[src/rtl/core/rtbq_pkg.sv]
// Shared types and constants for the tint blend block.
// No dependencies; used by every module and interface of the block.
package rtbq_pkg;

   // channel and arithmetic widths
   localparam int CHAN_W     = 8;
   localparam int RAD_W      = 18;                 // p^2 + 3 t^2 <= 260100
   localparam int ROOT_W     = 9;                  // floor sqrt <= 510
   localparam int SQRT_STEPS = ROOT_W;             // one root bit per stage
   localparam int DEPTH      = SQRT_STEPS + 2;     // square, root bits, output
   localparam int TRIAL_W    = RAD_W + 2;
   localparam int CSR_IDX_W  = 2;

   typedef logic [CHAN_W-1:0] chan_type;
   typedef logic [RAD_W-1:0]  rad_type;
   typedef logic [ROOT_W-1:0] root_type;

   // register indexes
   typedef enum logic [CSR_IDX_W-1:0] {
      CSR_TINT_RED   = 2'd0,
      CSR_TINT_GREEN = 2'd1,
      CSR_TINT_BLUE  = 2'd2
   } csr_index_type;

   // per-stage load strobes from the pipeline control
   typedef struct packed {
      logic [DEPTH-1:0] load;
   } pipe_ctl_type;

   // what a lane hands to the merge stage
   typedef struct packed {
      root_type root;
      chan_type pass;
      logic     bypass;
   } lane_out_type;

endpackage

[src/rtl/core/rtbq_if.sv]
// Request and response channel interfaces of the tint blend block.
// Depends on rtbq_pkg.
interface rtbq_req_if;
   logic              valid;
   logic              ready;
   rtbq_pkg::chan_type in_red;
   rtbq_pkg::chan_type in_green;
   rtbq_pkg::chan_type in_blue;
   rtbq_pkg::chan_type in_alpha;

   modport source (output valid, in_red, in_green, in_blue, in_alpha, input ready);
   modport sink   (input valid, in_red, in_green, in_blue, in_alpha, output ready);
endinterface

interface rtbq_rsp_if;
   logic              valid;
   logic              ready;
   rtbq_pkg::chan_type out_red;
   rtbq_pkg::chan_type out_green;
   rtbq_pkg::chan_type out_blue;
   rtbq_pkg::chan_type out_alpha;

   modport source (output valid, out_red, out_green, out_blue, out_alpha, input ready);
   modport sink   (input valid, out_red, out_green, out_blue, out_alpha, output ready);
endinterface

[src/rtl/core/rtbq_ctrl.sv]
// Pipeline control: per-stage valid bits, load strobes and the alpha delay line.
// Depends on rtbq_pkg.
module rtbq_ctrl (
   input  logic                  clock,
   input  logic                  reset,
   input  logic                  req_valid,
   output logic                  req_ready,
   input  rtbq_pkg::chan_type    req_alpha,
   output logic                  rsp_valid,
   input  logic                  rsp_ready,
   output rtbq_pkg::chan_type    rsp_alpha,
   output rtbq_pkg::pipe_ctl_type ctl
);

   logic [rtbq_pkg::DEPTH-1:0] valid_ff;
   logic [rtbq_pkg::DEPTH-1:0] valid_in;
   logic [rtbq_pkg::DEPTH-1:0] move;
   logic [rtbq_pkg::DEPTH-1:0] load;
   rtbq_pkg::chan_type         alpha_ff [0:rtbq_pkg::DEPTH-1];

   // a stage drains when it holds a request and the next stage is free or draining
   always_comb begin
      move[rtbq_pkg::DEPTH-1] = valid_ff[rtbq_pkg::DEPTH-1] & rsp_ready;
      for (int i = rtbq_pkg::DEPTH - 2; i >= 0; i--) begin
         move[i] = valid_ff[i] & (~valid_ff[i+1] | move[i+1]);
      end
   end

   assign req_ready = ~valid_ff[0] | move[0];

   always_comb begin
      load[0] = req_valid & req_ready;
      for (int i = 1; i < rtbq_pkg::DEPTH; i++) begin
         load[i] = move[i-1];
      end
      valid_in = load | (valid_ff & ~move);
   end

   always_ff @(posedge clock) begin
      if (reset) begin
         valid_ff <= '0;
      end else begin
         valid_ff <= valid_in;
      end
   end

   // alpha rides alongside the color lanes
   always_ff @(posedge clock) begin
      if (load[0]) begin
         alpha_ff[0] <= req_alpha;
      end
      for (int i = 1; i < rtbq_pkg::DEPTH; i++) begin
         if (load[i]) begin
            alpha_ff[i] <= alpha_ff[i-1];
         end
      end
   end

   assign ctl.load  = load;
   assign rsp_valid = valid_ff[rtbq_pkg::DEPTH-1];
   assign rsp_alpha = alpha_ff[rtbq_pkg::DEPTH-1];

endmodule

[src/rtl/core/rtbq_lane.sv]
// One color lane: square stage, then one pipelined stage per root bit.
// Depends on rtbq_pkg.
module rtbq_lane (
   input  logic                   clock,
   input  rtbq_pkg::pipe_ctl_type ctl,
   input  rtbq_pkg::chan_type     pix,
   input  rtbq_pkg::chan_type     tint,
   output rtbq_pkg::lane_out_type lane_out
);

   localparam int N = rtbq_pkg::SQRT_STEPS;

   rtbq_pkg::rad_type  rem_ff    [0:N];
   rtbq_pkg::root_type root_ff   [0:N];
   rtbq_pkg::chan_type pass_ff   [0:N];
   logic               bypass_ff [0:N];

   logic [2*rtbq_pkg::CHAN_W-1:0] sq_p;
   logic [2*rtbq_pkg::CHAN_W-1:0] sq_t;
   rtbq_pkg::rad_type             radicand;

   // radicand p^2 + 3 t^2
   assign sq_p     = (2*rtbq_pkg::CHAN_W)'(pix) * (2*rtbq_pkg::CHAN_W)'(pix);
   assign sq_t     = (2*rtbq_pkg::CHAN_W)'(tint) * (2*rtbq_pkg::CHAN_W)'(tint);
   assign radicand = rtbq_pkg::RAD_W'(sq_p) + rtbq_pkg::RAD_W'({sq_t, 1'b0})
                   + rtbq_pkg::RAD_W'(sq_t);

   always_ff @(posedge clock) begin
      if (ctl.load[0]) begin
         rem_ff[0]    <= radicand;
         root_ff[0]   <= '0;
         pass_ff[0]   <= pix;
         bypass_ff[0] <= (tint == '0);
      end
   end

   // restoring square root, most significant root bit first
   for (genvar s = 1; s <= N; s++) begin : g_root
      localparam int K = N - s;

      logic [rtbq_pkg::TRIAL_W-1:0] trial;
      logic                         fits;

      assign trial = (rtbq_pkg::TRIAL_W'(root_ff[s-1]) << (K + 1))
                   + (rtbq_pkg::TRIAL_W'(1) << (2 * K));
      assign fits  = rtbq_pkg::TRIAL_W'(rem_ff[s-1]) >= trial;

      always_ff @(posedge clock) begin
         if (ctl.load[s]) begin
            rem_ff[s]    <= fits ? rem_ff[s-1] - trial[rtbq_pkg::RAD_W-1:0] : rem_ff[s-1];
            root_ff[s]   <= root_ff[s-1] | (rtbq_pkg::ROOT_W'(fits) << K);
            pass_ff[s]   <= pass_ff[s-1];
            bypass_ff[s] <= bypass_ff[s-1];
         end
      end
   end

   assign lane_out.root   = root_ff[N];
   assign lane_out.pass   = pass_ff[N];
   assign lane_out.bypass = bypass_ff[N];

endmodule

[src/rtl/core/rtbq_merge.sv]
// Output stage: halves each lane's root or passes the source channel through.
// Depends on rtbq_pkg.
module rtbq_merge (
   input  logic                   clock,
   input  rtbq_pkg::pipe_ctl_type ctl,
   input  rtbq_pkg::lane_out_type red_lane,
   input  rtbq_pkg::lane_out_type green_lane,
   input  rtbq_pkg::lane_out_type blue_lane,
   output rtbq_pkg::chan_type     out_red,
   output rtbq_pkg::chan_type     out_green,
   output rtbq_pkg::chan_type     out_blue
);

   rtbq_pkg::chan_type red_ff;
   rtbq_pkg::chan_type green_ff;
   rtbq_pkg::chan_type blue_ff;

   function automatic rtbq_pkg::chan_type pick(input rtbq_pkg::lane_out_type lo);
      pick = lo.bypass ? lo.pass : lo.root[rtbq_pkg::ROOT_W-1:1];
   endfunction

   always_ff @(posedge clock) begin
      if (ctl.load[rtbq_pkg::DEPTH-1]) begin
         red_ff   <= pick(red_lane);
         green_ff <= pick(green_lane);
         blue_ff  <= pick(blue_lane);
      end
   end

   assign out_red   = red_ff;
   assign out_green = green_ff;
   assign out_blue  = blue_ff;

endmodule

[src/rtl/core/rgb_tint_quadratic_blend.sv]
// Tint blend of RGBA8 pixels: takes one pixel per clock and returns one pixel per clock
// while the response side does not stall. The pipeline has eleven stages: a square stage,
// nine square-root stages that each settle one root bit, and the output register. Any
// stage that holds a bubble lets the request side keep moving while a response waits.
// Tint registers (csr index 0 red, 1 green, 2 blue) reset to zero, which passes the
// channel through; write them only while no pixel is in flight.
// Depends on rtbq_pkg, rtbq_if, rtbq_ctrl, rtbq_lane, rtbq_merge.
module rgb_tint_quadratic_blend (
   input  logic               clock,
   input  logic               reset,
   rtbq_req_if.sink           req_chan,
   rtbq_rsp_if.source         rsp_chan,
   input  logic               csr_wr_en,
   input  logic [rtbq_pkg::CSR_IDX_W-1:0] csr_index,
   input  rtbq_pkg::chan_type csr_data
);

   rtbq_pkg::chan_type     tint_red_ff;
   rtbq_pkg::chan_type     tint_green_ff;
   rtbq_pkg::chan_type     tint_blue_ff;
   rtbq_pkg::pipe_ctl_type ctl;
   rtbq_pkg::lane_out_type red_lane;
   rtbq_pkg::lane_out_type green_lane;
   rtbq_pkg::lane_out_type blue_lane;

   // tint registers; unknown indexes are ignored
   always_ff @(posedge clock) begin
      if (reset) begin
         tint_red_ff   <= '0;
         tint_green_ff <= '0;
         tint_blue_ff  <= '0;
      end else if (csr_wr_en) begin
         unique case (rtbq_pkg::csr_index_type'(csr_index))
            rtbq_pkg::CSR_TINT_RED:   tint_red_ff   <= csr_data;
            rtbq_pkg::CSR_TINT_GREEN: tint_green_ff <= csr_data;
            rtbq_pkg::CSR_TINT_BLUE:  tint_blue_ff  <= csr_data;
            default: ;
         endcase
      end
   end

   rtbq_ctrl u_ctrl (
      .clock     (clock),
      .reset     (reset),
      .req_valid (req_chan.valid),
      .req_ready (req_chan.ready),
      .req_alpha (req_chan.in_alpha),
      .rsp_valid (rsp_chan.valid),
      .rsp_ready (rsp_chan.ready),
      .rsp_alpha (rsp_chan.out_alpha),
      .ctl       (ctl)
   );

   rtbq_lane u_lane_red (
      .clock    (clock),
      .ctl      (ctl),
      .pix      (req_chan.in_red),
      .tint     (tint_red_ff),
      .lane_out (red_lane)
   );

   rtbq_lane u_lane_green (
      .clock    (clock),
      .ctl      (ctl),
      .pix      (req_chan.in_green),
      .tint     (tint_green_ff),
      .lane_out (green_lane)
   );

   rtbq_lane u_lane_blue (
      .clock    (clock),
      .ctl      (ctl),
      .pix      (req_chan.in_blue),
      .tint     (tint_blue_ff),
      .lane_out (blue_lane)
   );

   rtbq_merge u_merge (
      .clock      (clock),
      .ctl        (ctl),
      .red_lane   (red_lane),
      .green_lane (green_lane),
      .blue_lane  (blue_lane),
      .out_red    (rsp_chan.out_red),
      .out_green  (rsp_chan.out_green),
      .out_blue   (rsp_chan.out_blue)
   );

endmodule

[src/flat_wrapper.sv]
// flat-port wrapper written by rule: the top's interface ports become plain ports
module rgb_tint_quadratic_blend_flat 
  (clock, reset, csr_wr_en, csr_index, csr_data, req_chan_valid, req_chan_in_red, req_chan_in_green, req_chan_in_blue, req_chan_in_alpha, req_chan_ready, rsp_chan_valid, rsp_chan_out_red, rsp_chan_out_green, rsp_chan_out_blue, rsp_chan_out_alpha, rsp_chan_ready);
  rtbq_req_if req_chan_i ();
  rtbq_rsp_if rsp_chan_i ();
  input  logic clock;
  input  logic reset;
  input  logic csr_wr_en;
  input  logic [rtbq_pkg::CSR_IDX_W-1:0] csr_index;
  input  rtbq_pkg::chan_type csr_data;
  input wire logic [$bits(req_chan_i.valid)-1:0] req_chan_valid;
  input wire logic [$bits(req_chan_i.in_red)-1:0] req_chan_in_red;
  input wire logic [$bits(req_chan_i.in_green)-1:0] req_chan_in_green;
  input wire logic [$bits(req_chan_i.in_blue)-1:0] req_chan_in_blue;
  input wire logic [$bits(req_chan_i.in_alpha)-1:0] req_chan_in_alpha;
  output wire logic [$bits(req_chan_i.ready)-1:0] req_chan_ready;
  output wire logic [$bits(rsp_chan_i.valid)-1:0] rsp_chan_valid;
  output wire logic [$bits(rsp_chan_i.out_red)-1:0] rsp_chan_out_red;
  output wire logic [$bits(rsp_chan_i.out_green)-1:0] rsp_chan_out_green;
  output wire logic [$bits(rsp_chan_i.out_blue)-1:0] rsp_chan_out_blue;
  output wire logic [$bits(rsp_chan_i.out_alpha)-1:0] rsp_chan_out_alpha;
  input wire logic [$bits(rsp_chan_i.ready)-1:0] rsp_chan_ready;
  assign req_chan_i.valid = req_chan_valid;
  assign req_chan_i.in_red = req_chan_in_red;
  assign req_chan_i.in_green = req_chan_in_green;
  assign req_chan_i.in_blue = req_chan_in_blue;
  assign req_chan_i.in_alpha = req_chan_in_alpha;
  assign req_chan_ready = req_chan_i.ready;
  assign rsp_chan_valid = rsp_chan_i.valid;
  assign rsp_chan_out_red = rsp_chan_i.out_red;
  assign rsp_chan_out_green = rsp_chan_i.out_green;
  assign rsp_chan_out_blue = rsp_chan_i.out_blue;
  assign rsp_chan_out_alpha = rsp_chan_i.out_alpha;
  assign rsp_chan_i.ready = rsp_chan_ready;
  rgb_tint_quadratic_blend u_core (.clock(clock), .reset(reset), .req_chan(req_chan_i), .rsp_chan(rsp_chan_i), .csr_wr_en(csr_wr_en), .csr_index(csr_index), .csr_data(csr_data));
endmodule
[config.mk]
export PLATFORM = sky130hd
export DESIGN_NAME = rgb_tint_quadratic_blend_flat
export DESIGN_NICKNAME = d
export VERILOG_FILES = /design/src/rtl/core/rtbq_pkg.sv /design/src/rtl/core/rtbq_if.sv /design/src/rtl/core/rtbq_ctrl.sv /design/src/rtl/core/rtbq_lane.sv /design/src/rtl/core/rtbq_merge.sv /design/src/rtl/core/rgb_tint_quadratic_blend.sv /design/src/flat_wrapper.sv
export SDC_FILE = /design/constraint.sdc
export NUM_CORES = 2
export LEC_CHECK = 0
export ABC_AREA = 1
export BUFFER_PORTS_ARGS = -buffer_cell sky130_fd_sc_hd__buf_4
export CAP_MARGIN = 20
export CELL_PAD_IN_SITES_DETAIL_PLACEMENT = 1
export CELL_PAD_IN_SITES_GLOBAL_PLACEMENT = 2
export CORE_AREA = 2 2 333 335
export DETAILED_ROUTE_END_ITERATION = 12
export DIE_AREA = 0 0 335 337
export PLACE_DENSITY = 0.83
export SKIP_LAST_GASP = 1
export SYNTH_ARGS = -nofsm -noshare
export SYNTH_HDL_FRONTEND = slang
export SYNTH_SLANG_ARGS = --single-unit
[constraint.sdc]
create_clock -name clock -period 19.7 [get_ports clock]
set_input_delay 3.94 -clock clock [delete_from_list [all_inputs] [get_ports clock]]
set_output_delay 3.94 -clock clock [all_outputs]
set_load 0.02 [all_outputs]
### After elaboration in Yosys (flattened, before gate mapping)

Memory sizes are Yosys's and may differ from the RTL's.
Cells that the tools add are included.

| storage, ports and cells | value |
|---|---|
| register bits | 59 |
| latch bits | 0 |
| RAM bits | 1168 |
| memory bits (read-only) | 0 |
| bits of input ports | 47 |
| output and inout bits | 34 |
| word-level logic and storage cells | 238 |
| memories kept | 13 |

| operators by class | value |
|---|---|
| add/subtract/negate cells | 60 |
| multiply operators | 6 |
| div/mod/pow operators | 0 |
| magnitude comparators | 27 |
| equality and inequality tests | 2 |
| shift-type cells | 0 |
| muxes and demuxes | 52 |
| bitwise logic cells | 64 |
| reduce and logical (&&, ||, !) cells | 7 |

Memories:

| name | words | bits a word | read ports | clocked after memory_dff | write ports | line | source |
|---|---|---|---|---|---|---|---|
| u_core.u_lane_blue.rem_ff | 10 | 18 | 9 | 0 | 10 | rtbq_lane.sv:13 | `rtbq_pkg::rad_type rem_ff [0:N];` |
| u_core.u_lane_green.rem_ff | 10 | 18 | 9 | 0 | 10 | rtbq_lane.sv:13 |  |
| u_core.u_lane_red.rem_ff | 10 | 18 | 9 | 0 | 10 | rtbq_lane.sv:13 |  |
| u_core.u_lane_blue.root_ff | 10 | 9 | 10 | 0 | 10 | rtbq_lane.sv:14 | `rtbq_pkg::root_type root_ff [0:N];` |
| u_core.u_lane_green.root_ff | 10 | 9 | 10 | 0 | 10 | rtbq_lane.sv:14 |  |
| u_core.u_lane_red.root_ff | 10 | 9 | 10 | 0 | 10 | rtbq_lane.sv:14 |  |
| +7 memories | -- | -- | -- | -- | -- | -- |  |

Operators with widths:

| kind | count |
|---|---|
| 18-bit two-way mux | 27 |
| 18-bit subtractor | 6 |
| 8-bit by 8-bit multiplier with 16-bit output | 6 |
| 18-bit by 17-bit adder with 19-bit output (second input constant) | 3 |
| 18-bit by 19-bit greater-or-equal comparator with 1-bit output | 3 |
| 16-bit by 17-bit adder with 18-bit output | 3 |
| 17-bit by 15-bit adder with 18-bit output (second input constant) | 3 |
| 18-bit by 16-bit adder with 18-bit output | 3 |
| 18-bit by 11-bit greater-or-equal comparator with 1-bit output | 3 |
| 18-bit by 12-bit greater-or-equal comparator with 1-bit output | 3 |
| 18-bit by 13-bit greater-or-equal comparator with 1-bit output | 3 |
| 18-bit by 14-bit greater-or-equal comparator with 1-bit output | 3 |
| 18-bit by 15-bit greater-or-equal comparator with 1-bit output | 3 |
| 18-bit by 16-bit greater-or-equal comparator with 1-bit output | 3 |
| 18-bit by 17-bit greater-or-equal comparator with 1-bit output | 3 |
| 18-bit greater-or-equal comparator | 3 |
| 18-bit by 11-bit subtractor with 18-bit output | 3 |
| 18-bit by 12-bit subtractor with 18-bit output | 3 |
| 18-bit by 13-bit subtractor with 18-bit output | 3 |
| 18-bit by 14-bit subtractor with 18-bit output | 3 |
| 18-bit by 15-bit subtractor with 18-bit output | 3 |
| 18-bit by 16-bit subtractor with 18-bit output | 3 |
| 18-bit by 17-bit subtractor with 18-bit output | 3 |
| 16-bit by 13-bit adder with 17-bit output (second input constant) | 3 |
| 28 further kinds | 116 |

### Logic depth before layout (Yosys ltp)

| logic depth | value |
|---|---|
| word-level depth | 25 |
| mapped depth | 34 |
| gate-level depth less buffers | 33 |

### Cells and area by module

From an unflattened synthesis, not the netlist that was laid out.

| unflattened totals | value |
|---|---|
| cells, all modules | 5463 |
| area total of the unflattened synthesis | 57347.5 um^2 |

By module, submodules not included:

| module | times used | cells an instance | area each (um^2) | seq. area each (um^2) |
|---|---|---|---|---|
| rtbq_lane at u_core.u_lane_green | 1 | 1698 | 17415.5 | 8918.6 |
| rtbq_lane at u_core.u_lane_blue | 1 | 1687 | 17371.7 | 8918.6 |
| rtbq_lane at u_core.u_lane_red | 1 | 1665 | 17296.6 | 8918.6 |
| rtbq_ctrl | 1 | 154 | 3165.5 | 2862.7 |
| rgb_tint_quadratic_blend | 1 | 157 | 1062.3 | 480.5 |
| rtbq_merge | 1 | 102 | 1036.0 | 720.7 |

### Worst setup path before layout

OpenSTA, ideal clock, no wires.

| timing path | value |
|---|---|
| path type | in2reg |
| start | input rsp_chan_ready |
| end | memory u_core.u_ctrl.alpha_ff[2][0] (netlist bit) (enable) |
| library setup time | 0.580 ns |
| arrival time | 8.912 ns |
| required time | 19.120 ns |
| setup slack | 10.208 ns |
| cell stages on the path | 6 |
| path buffers | 0 |
| path through | inv_1 nand4_1 nor2_2 nand4_2 nor2_4 a21oi_1 |

RTL lines:

| what | line | source |
|---|---|---|
| from (decl) | flat_wrapper.sv:22 | `input wire logic [$bits(rsp_chan_i.ready)-1:0] rsp_chan_ready;` |
| to (decl) | rtbq_ctrl.sv:19 | `rtbq_pkg::chan_type alpha_ff [0:rtbq_pkg::DEPTH-1];` |

### Worst setup path in the final report

| timing path | value |
|---|---|
| start | input rsp_chan_ready |
| end | output req_chan_ready |

| between the ends | value |
|---|---|
| word-level cells in the longest chain between the ends | 22 |

RTL lines:

| what | line | source |
|---|---|---|
| 1-bit bitwise AND | rtbq_ctrl.sv:23 | `move[rtbq_pkg::DEPTH-1] = valid_ff[rtbq_pkg::DEPTH-1] & rsp_ready;` |
| 1-bit OR | rtbq_ctrl.sv:25 | `move[i] = valid_ff[i] & (~valid_ff[i+1] \| move[i+1]);` |
| 1-bit bitwise AND | rtbq_ctrl.sv:25 |  |
| 1-bit OR | rtbq_ctrl.sv:25 |  |
| 1-bit bitwise AND | rtbq_ctrl.sv:25 |  |
| 1-bit OR | rtbq_ctrl.sv:25 |  |
| 1-bit bitwise AND | rtbq_ctrl.sv:25 |  |
| 1-bit OR | rtbq_ctrl.sv:25 |  |
| [6 not listed] | -- |  |
| 1-bit bitwise AND | rtbq_ctrl.sv:25 |  |
| 1-bit OR | rtbq_ctrl.sv:25 |  |
| 1-bit bitwise AND | rtbq_ctrl.sv:25 |  |
| 1-bit OR | rtbq_ctrl.sv:25 |  |
| 1-bit bitwise AND | rtbq_ctrl.sv:25 |  |
| 1-bit OR | rtbq_ctrl.sv:25 |  |
| 1-bit bitwise AND | rtbq_ctrl.sv:25 |  |
| 1-bit OR | rtbq_ctrl.sv:29 | `assign req_ready = ~valid_ff[0] \| move[0];` |
| to (decl) | flat_wrapper.sv:16 | `output wire logic [$bits(req_chan_i.ready)-1:0] req_chan_ready;` |

No other way between the ends.

==> metrics.md <==
| Metric | Value |
|---|---|
| Fin crit share | 47.40% |
| CP Capture Type | output pin |
| Post-CTS Setup Inserts | 0 |
| Fraction of registers with async set/reset | 0% |
| Hold_sp | u_core.u_lane_red.pass_ff[5][3] |
| Yosys top cell area share | 55.36% |
| Share of layout cells above drive strength 1 | 7.957% |
| Synth Cell Area | 0.05099 mm^2 |
| Final slew viol count | 0 |
| Crit path max fanout | 6 |
| Reg2Reg Depth | 30 |
| Final nets | 5133 |
| Hold Fails Final Rpt | 0 |
| Total Routing Usage GR | 18.74% |
| Die width | 335 um |
| Total congestion overflow | 0 |
| Setup total negative slack | 0 ns |
| IO Count | 81 |
| Sequential area share after synthesis | 56.73% |
| Fmax | 107.1 MHz |
| Port Buf Inserts | 80 |
| Post-synthesis cell type count | 63 |
| Commonest non-fill, non-tap cell in the layout | edfxtp_1 |
| Placed Area | 0.05327 mm^2 |
| Slack of the critical path | 10.36 ns |
| Initial core utilization | 46.52% |
| CP startpoint | rsp_chan_ready |
| Leak | 0.02419 uW |
| Total CTS buffers | 101 |
| DRC Markers | 0 |
| WP data arrival | 5.40 ns |
| Vias in the first global route | 32780 |
| Pin count of the biggest net entering global routing | 75 |
| Syn-to-layout area delta | 10.79% |
| DR pass1 iterations | 5 |
| R2R Path Start | u_core.tint_red_ff[0] |
| Max-Cap Viols | 0 |
| DR vias | 30080 |
| Type of origin of the critical path | input port |
| Pre-CTS setup slack | 10.35 ns |
| Max Root-Sink Buffers | 3 |
| EDFF count, synth | 940 |
| Worst endpoint required time | 15.76 ns |
| Crit path time final | 9.337 ns |
| Vias per cell | 4.971 |
| Clock slew at reported path FFs | 0.06 ns |
| Row cnt | 122 |
| Slew headroom | 34.65% |
| Setup CP Type | input port to output pin |
| Status | finished, final reports clean |
| Worst Max-Slew Pin Slew | 0.9803 ns |
| DPL Wire Length | 79450 um |
| Synth area leaders | edfxtp_1 (55%), fa_1 (8.7%), ha_1 (7.9%), inv_1 (6.3%), nand2_1 (5.5%) |
| Aggregate routed wire length | 102800 um |
| Die height | 337 um |
| Clock latency on the worst-skew pair | 0.66 ns |
| Synth Warn # | 0 |
| Worst vdd ir | 66.37 uV |
| Post-route ant nets | 0 |
| R2r setup slk | 11.89 ns |
| Routability congestion estimate | 0.8319 |
| Post-Synthesis Mean Instance Area | 11.57 um^2 |
| Initial antenna violation count | 6 |
| Hold_buf cts | 0 |
| Synth Register Bits | 975 |
| Post-route cell area | 0.05649 mm^2 |
| Post-synth top area cell | edfxtp_1 |
| Clock Sinks | 975 |
| First-pass GRT wire length | 169100 um |
| CTS tree | done |
| Synthesized instance count | 4408 |
| Commonest cells after routing, fill and taps aside | edfxtp_1 (940), inv_1 (853), nand2_1 (746) |
| Core ar. | 0.1096 mm^2 |
| Most used DFF post-synth | edfxtp_1 |
| Post-cts gate resize count | 0 |
| WHS Path Cells | 0 |
| Die area | 0.1129 mm^2 |
| Iter 0 DRT Violations | 1300 |
| PD cells | 92.69 mW/mm^2 |
| RSZ-0062 raised after global routing | no |
| H-Tree Depth | 3 |
| Fin util | 51.54% |
| Final setup viols | 0 |
| DP Cell Count | 5867 |
| Worst Hold End | u_core.u_lane_red.pass_ff[6][3] |
| Reg2reg end | u_core.u_lane_red.rem_ff[0][16] |
| Worst Hold Class | flip-flop to flip-flop |
| Per-cell routed wire length | 16.99 um |
| Final Skew | 0.02095 ns |
| Non-Filler Instances | 6052 |
| Root Driver | clkbuf_16 |
[area by class of cell]
type	instances	area (um^2)
antenna	1	2.502
clock buffer	124	2708
clock inverter	60	505.5
fill	11480	53110
inverter	871	3279
multi-input combinational	2498	18550
sequential	975	28930
tap	1426	1784
timing repair buffer	97	728.2
[layer usage]
layer	track usage, %	routed length, um	vias to the layer above
li1	-	-	14860
met1	23.29	44950	14780
met2	34.28	52730	297
met3	2.559	3137	132
met4	4.818	1927	10
met5	0	59	-
[metrics by stage]
stage               power [uW]  hold WS [ns]
CTS                       5303        0.4024
global placement          3420        0.4001
detailed placement        3457        0.4052
finish                    5236        0.4053
floorplan                 3201        0.4003
global route              5530        0.4127
[report_power, final]
group | internal (uW) | leakage [uW] | switching [uW]
clock network | 1070 | 0.00156 | 774
logic | 366 | 0.0137 | 587
registers | 2400 | 0.00889 | 40.3
[sequential cells by signal, summed over array words and instances, names as in the netlist]
signal / count
u_core.u_lane_red.rem_ff: 142
u_core.u_merge.out_red: 8
u_core.u_lane_green.pass_ff: 80
u_core.u_merge.out_blue: 8
u_core.tint_blue_ff: 8
u_core.u_lane_green.root_ff: 44
u_core.u_lane_blue.bypass_ff: 10
u_core.u_lane_blue.root_ff: 44
u_core.u_lane_blue.pass_ff: 80
u_core.u_lane_green.bypass_ff: 10
u_core.u_lane_blue.rem_ff: 142
u_core.tint_red_ff: 8
u_core.tint_green_ff: 8
u_core.u_merge.out_green: 8
u_core.u_lane_red.pass_ff: 80
u_core.u_lane_green.rem_ff: 142
u_core.u_lane_red.root_ff: 44
u_core.u_ctrl.valid_ff: 11
u_core.u_ctrl.alpha_ff: 88
u_core.u_lane_red.bypass_ff: 10
[synthesized netlist by cell type, types with 10 or more instances]
cell type  number
nor3_1         39
nand3_1       156
clkbuf_1       59
nor3b_1        10
mux2_2         25
dfxtp_1        35
nand4_1        34
inv_1         859
ha_1          320
xnor2_1        71
or2_2          26
nand3b_1       10
xor2_1        118
o21ai_0        99
a21oi_1       187
fa_1          222
edfxtp_1      940
a211oi_1       23
nand2_1       746
nor4_1         31
nor2_1        229
o21bai_1       25
o21ai_1        34
inv_2          12
o21ai_2        10
[worst max-delay path by stage]
stage / endpoint / cells past startpoint / slack [ns]
global route: req_chan_ready / 8 / 10.23
detailed placement: req_chan_ready / 8 / 10.35
floorplan: u_core.u_ctrl.alpha_ff[2][0] / 6 / 10.21
global placement: req_chan_ready / 8 / 10.42
finish: req_chan_ready / 8 / 10.36
CTS: req_chan_ready / 8 / 10.35
[critical path: stages]
cell,delay (ns)
buf_4,0.11
inv_1,0.13
nand4_1,0.17
nor2_2,0.24
nand4_2,0.19
nor2_4,0.24
nand4_1,0.18
buf_4,0.20
[logic make-up (layout without fill, tap and decap cells)]
family,after synthesis,after routing,synth area share [%]
other cells,1,5,0.007355
fa+ha+maj,542,542,16.57
flops,975,975,56.73
xor+xnor,189,189,3.247
simple gates,1316,1316,11.14
compound gates,419,419,4.699
mux,28,28,0.6110
buf+inv,938,1152,6.991
Power figures use the tool's default switching activity.
